===== src/rtl/bcme_pkg.sv =====
// shared types and constants of the 4-d box centre morton encoder
// no dependencies
package bcme_pkg;

  localparam int COORD_BITS = 32;
  localparam int SLOT_BITS  = 16;
  localparam int NUM_AXES   = 4;
  localparam int FIELD_W    = 32;
  localparam int CODE_W     = 64;
  localparam int REG_IDX_W  = 3;

  // odd register indexes hold an axis upper bound
  localparam logic REG_IS_MAX = 1'b1;

  typedef struct packed {
    logic signed [FIELD_W-1:0] box_x_low;
    logic signed [FIELD_W-1:0] box_y_low;
    logic signed [FIELD_W-1:0] box_z_low;
    logic signed [FIELD_W-1:0] box_rad_low;
    logic signed [FIELD_W-1:0] box_x_high;
    logic signed [FIELD_W-1:0] box_y_high;
    logic signed [FIELD_W-1:0] box_z_high;
    logic signed [FIELD_W-1:0] box_rad_high;
  } box_in_t;

  typedef struct packed {
    logic [CODE_W-1:0] morton_code;
    logic              bounds_error;
  } code_out_t;

endpackage


===== src/rtl/bcme_quant.sv =====
// per-axis quantiser: bound check, range compare and a restoring divider
// with one quotient bit per pipeline stage; depends on bcme_pkg
module bcme_quant
  import bcme_pkg::*;
#(
  parameter int CoordBits = COORD_BITS,
  parameter int SlotBits  = SLOT_BITS
) (
  input  logic                 clk_i,
  input  logic                 rst_ni,
  input  logic                 vld_i,
  input  logic [CoordBits-1:0] centre_i,
  input  logic [CoordBits-1:0] min_i,
  input  logic [CoordBits-1:0] max_i,
  output logic                 vld_o,
  output logic [SlotBits-1:0]  slot_o,
  output logic                 err_o
);

  localparam logic [SlotBits-1:0] SlotTop = '1;

  // stage arrays, entry 0 is the prep stage
  logic                 vld_q  [SlotBits+1];
  logic                 zero_q [SlotBits+1];
  logic                 sat_q  [SlotBits+1];
  logic                 err_q  [SlotBits+1];
  logic [CoordBits-1:0] rem_q  [SlotBits+1];
  logic [CoordBits-1:0] den_q  [SlotBits+1];
  logic [SlotBits-1:0]  quo_q  [SlotBits+1];

  logic [CoordBits:0]   num_d;
  logic [CoordBits-1:0] den_d;
  logic                 err_d;
  logic                 neg_d;

  // offset from the lower bound and bound span
  always_comb begin
    num_d = {centre_i[CoordBits-1], centre_i} - {min_i[CoordBits-1], min_i};
    den_d = max_i - min_i;
    err_d = $signed(max_i) <= $signed(min_i);
    neg_d = num_d[CoordBits];
  end

  // prep stage
  always_ff @(posedge clk_i or negedge rst_ni) begin
    if (!rst_ni) begin
      vld_q[0] <= 1'b0;
    end else begin
      vld_q[0] <= vld_i;
    end
  end

  always_ff @(posedge clk_i) begin
    zero_q[0] <= err_d | neg_d;
    sat_q[0]  <= !neg_d && (num_d[CoordBits-1:0] >= den_d);
    err_q[0]  <= err_d;
    rem_q[0]  <= num_d[CoordBits-1:0];
    den_q[0]  <= den_d;
    quo_q[0]  <= '0;
  end

  // one restoring divide step per stage
  for (genvar s = 0; s < SlotBits; s++) begin : g_step
    logic [CoordBits:0] shl;
    logic               ge;

    always_comb begin
      shl = {rem_q[s], 1'b0};
      ge  = shl >= {1'b0, den_q[s]};
    end

    always_ff @(posedge clk_i or negedge rst_ni) begin
      if (!rst_ni) begin
        vld_q[s+1] <= 1'b0;
      end else begin
        vld_q[s+1] <= vld_q[s];
      end
    end

    always_ff @(posedge clk_i) begin
      zero_q[s+1] <= zero_q[s];
      sat_q[s+1]  <= sat_q[s];
      err_q[s+1]  <= err_q[s];
      den_q[s+1]  <= den_q[s];
      rem_q[s+1]  <= ge ? CoordBits'(shl - {1'b0, den_q[s]}) : shl[CoordBits-1:0];
      quo_q[s+1]  <= {quo_q[s][SlotBits-2:0], ge};
    end
  end

  // clamp to the slot range
  always_comb begin
    vld_o = vld_q[SlotBits];
    err_o = err_q[SlotBits];
    if (zero_q[SlotBits]) begin
      slot_o = '0;
    end else if (sat_q[SlotBits]) begin
      slot_o = SlotTop;
    end else begin
      slot_o = quo_q[SlotBits];
    end
  end

  // remainder stays below the divisor on the in-range path
  a_rem_below_den: assert property (@(posedge clk_i) disable iff (!rst_ni)
    vld_q[0] && !zero_q[0] && !sat_q[0] |=> rem_q[1] < den_q[1])
    else $error("divider remainder reached divisor");

  // degenerate bounds always take the zero path
  a_err_zero: assert property (@(posedge clk_i) disable iff (!rst_ni)
    vld_o && err_o |-> slot_o == '0)
    else $error("degenerate axis gave nonzero slot");

  // prep flags are exclusive unless the bounds are degenerate
  a_flags_excl: assert property (@(posedge clk_i) disable iff (!rst_ni)
    vld_q[0] |-> !(zero_q[0] && sat_q[0]) || err_q[0])
    else $error("zero and saturate both set");

endmodule

===== config.mk =====
export PLATFORM = sky130hd
export DESIGN_NAME = bcme_quant
export DESIGN_NICKNAME = d
export VERILOG_FILES = /design/src/rtl/bcme_pkg.sv /design/src/rtl/bcme_quant.sv
export SDC_FILE = /design/constraint.sdc
export NUM_CORES = 2
export LEC_CHECK = 0
export BUFFER_PORTS_ARGS = -buffer_cell sky130_fd_sc_hd__buf_4
export CAP_MARGIN = 20
export CORE_ASPECT_RATIO = 0.75
export CORE_MARGIN = 4
export CORE_UTILIZATION = 60
export DETAILED_ROUTE_END_ITERATION = 8
export PLACE_DENSITY = 0.79
export SETUP_SLACK_MARGIN = 0.3
export SYNTH_ARGS = -nofsm -noshare
export SYNTH_HDL_FRONTEND = slang
export SYNTH_SLANG_ARGS = --single-unit

===== constraint.sdc =====
create_clock -name clk_i -period 6.97 [get_ports clk_i]
set_input_delay 0.3485 -clock clk_i [delete_from_list [all_inputs] [get_ports clk_i]]
set_output_delay 0.3485 -clock clk_i [all_outputs]
set_load 0.01 [all_outputs]

==> flow_metrics.env <==
export IMPL_status="completed"
export IMPL_synthCells=6566
export IMPL_ys_types=82
export IMPL_crit_reg2reg_launch="den_q[0][390]$_DFF_P_"
export IMPL_hold_violations=0
export IMPL_yosysTopAreaCell="dfxtp_1"
export IMPL_synth_seq_cells=1228
export IMPL_grtUsageTotal_pct=27.0
export IMPL_grt_start_max_net_pins=57
export IMPL_synth_top_area_share_pct=40.4
export IMPL_min_path_type="in -> reg"
export IMPL_clock_skew_ns=0.0363
export IMPL_r2r_end="rem_q[0][420]$_DFF_P_"
export IMPL_syn_nets=7289
export IMPL_synth_area_um2=60000
export IMPL_crit_end="sat_q[0][0]$_DFF_P_"
export IMPL_critPathKind="in -> reg"
export IMPL_cts_tree="done"
export IMPL_io_buffers=116
export IMPL_syn_to_final_growth_pct=10.8
export IMPL_grt_pass1_wl_um=233000
export IMPL_clock_sinks=1228
export IMPL_fmax_mhz=200
export IMPL_clk_pin_slew_ns=0.06
export IMPL_syn_area_per_cell_um2=9.14
export IMPL_die_x_um=373
export IMPL_dieArea_um2=105000
export IMPL_ys_top_cells_by_area="dfxtp_1 40%, ha_1 13%, a21oi_1 5.2%"
export IMPL_antenna_left=0
export IMPL_cpLargestDelayFamily="compound AO/OA/AOI/OAI gates"
export IMPL_crit_path_max_incr_delay_ns=0.53
export IMPL_worstPathRequired_ns=7.58
export IMPL_cp_num_buf_inv=3
export IMPL_crit_start="min_i[0]"
export IMPL_h_tree_depth=3
export IMPL_antenna_cells=0
export IMPL_drc_errors=0
export IMPL_maxCapViolations=0
export IMPL_cts_root_buf="clkbuf_16"
export IMPL_cp_depth=25
export IMPL_ff2ff_setup_slack_ns=2.12
export IMPL_initial_core_util_pct=60.5
export IMPL_viasPerCell=5.74
export IMPL_yosysMostFrequentCell="dfxtp_1"
export IMPL_grt_ovfl_total=0
export IMPL_finalNetCount=7400
export IMPL_yosysSeqAreaShare_pct=41.1
export IMPL_drt_wl_total_um=146000
export IMPL_clk_latency_ns=0.71
export IMPL_end_kind="register"
export IMPL_worstSetupStartpointType="input pin"
export IMPL_tns_ns=0
export IMPL_r2r_cells=13
export IMPL_first_pass_iters=6
export IMPL_fin_crit_sh_pct=71.7
export IMPL_finalMaxSlewViolations=0
export IMPL_vias=46500
export IMPL_synthTopCellsByCount="1211 x dfxtp_1, 704 x inv_1, 619 x a21oi_1, 607 x ha_1, 495 x nor2_1"
export IMPL_path_max_fanout=5
export IMPL_wl_per_cell_um=18.0
export IMPL_post_dp_hpwl_um=112000
export IMPL_numCtsBuffers=113
export IMPL_worst_pin_slew_ns=1.10
export IMPL_place_gp_congestion=0.972
export IMPL_crit_arrival_ns=5.61
export IMPL_drive_above_1_share_pct=8.06
export IMPL_async_reset_ff_share_pct=1.38
export IMPL_cts_path_max_buffers=3
export IMPL_rows=100
export IMPL_grt_pass1_vias=43500
export IMPL_finalCriticalPeriod_ns=5.00
export IMPL_coreArea_um2=99200
export IMPL_synth_edff_count=0
export IMPL_antenna_found_initial=2
export IMPL_drtIter0Drc=4440
export IMPL_slew_headroom_pct=25.1
export IMPL_cts_post_setup_buffers_inserted=0
export IMPL_die_h_um=282
export IMPL_rsz0062_at_grt="false"
export IMPL_setup_violations=0
export IMPL_path_common_cell="a21oi_1"
export IMPL_pin_count=117
export IMPL_crit_slowest_cell="dlygate4sd3_1"
export IMPL_synthFlopType="dfxtp_1"
export IMPL_post_cts_resized=0
export IMPL_ys_warn_count=0
-- worst min-delay path by stage --
stage | start | to | slack (ns) | cells after the start
floorplan | rst_ni | vld_o$_DFF_PN0_ | 0.05 | 0
global placement | rst_ni | vld_q[14]$_DFF_PN0_ | 0.21 | 1
detailed placement | rst_ni | vld_q[14]$_DFF_PN0_ | 0.22 | 1
CTS | rst_ni | vld_q[14]$_DFF_PN0_ | 0.02 | 2
global route | centre_i[1] | rem_q[0][1]$_DFF_P_ | 0.05 | 2
finish | centre_i[1] | rem_q[0][1]$_DFF_P_ | 0.06 | 2
-- metrics by stage --
stage	instance area (um^2)	hold slack (ns)	util [%]	std cells	setup slack (ns)
floorplan	60000	0.0529	-	6566	2.79
global placement	62200	0.215	62.7	7879	1.91
detailed placement	62200	0.219	62.7	7880	1.86
CTS	66400	0.0226	67.0	8097	2.09
global route	66500	0.0456	67.0	8101	1.76
finish	66500	0.0636	67.0	8101	1.97
-- cells in the final DEF (no fill, tap or decap), drive strengths merged, types with 32 or more instances in the layout --
cell type / netlist / layout
o21a: 71 / 71
and3: 37 / 37
clkbuf: 119 / 140
a31oi: 55 / 55
nand2: 325 / 325
nand4: 86 / 86
nor2b: 93 / 93
clkinv: 0 / 32
and2: 37 / 37
xor2: 168 / 168
nand2b: 91 / 91
a21o: 330 / 330
ha: 607 / 607
dfxtp: 1211 / 1211
mux2: 176 / 176
o21ai: 344 / 344
nor2: 496 / 496
a211oi: 50 / 50
buf: 26 / 136
nor3: 51 / 51
a21oi: 620 / 620
inv: 705 / 713
xnor2: 304 / 304
nand3: 96 / 96
o21bai: 75 / 75
-- registers in the layout, indices dropped and copies added (netlist names) --
name	flops
den_q	512
err_q	17
quo_q	136
rem_q	512
sat_q	17
vld_o	1
vld_q	16
zero_q	17
-- routing by layer --
| metal | vias to the layer above | global-route usage [%] | wire, um |
|---|---|---|---|
| met4 | 0 | 5.28 | 2330 |
| li1 | 22900 | - | - |
| met2 | 1737 | 37.8 | 56000 |
| met1 | 21700 | 42.9 | 74300 |
| met5 | - | 0 | 0 |
| met3 | 176 | 4.98 | 13300 |
-- layout make-up --
type / count / area, um^2
timing repair buffer: 141 / 1090
tap: 1326 / 1660
clock inverter: 74 / 1170
clock buffer: 139 / 3050
multi-input combinational: 4488 / 32200
sequential: 1228 / 24700
inverter: 705 / 2650
fill: 7768 / 32700
-- kinds of logic (layout without fill, tap and decap cells) --
family          Yosys count  in the layout  share of synthesized area (%)
compound gates         1799           1799                           18.9
xor+xnor                472            472                           6.89
fa+ha+maj               624            624                           13.2
buf+inv                 850           1059                           5.36
flops                  1228           1228                           41.1
mux                     179            179                           3.35
simple gates           1414           1414                           11.2
-- timing repair --
item,4_1_cts,5_1_grt
setup endpoints to repair,0,0
hold endpoints to repair,20,0
hold buffers,4,0
Power is not shown: default switching activity piles up to over one toggle a cycle in this logic, so the estimate is an artifact.
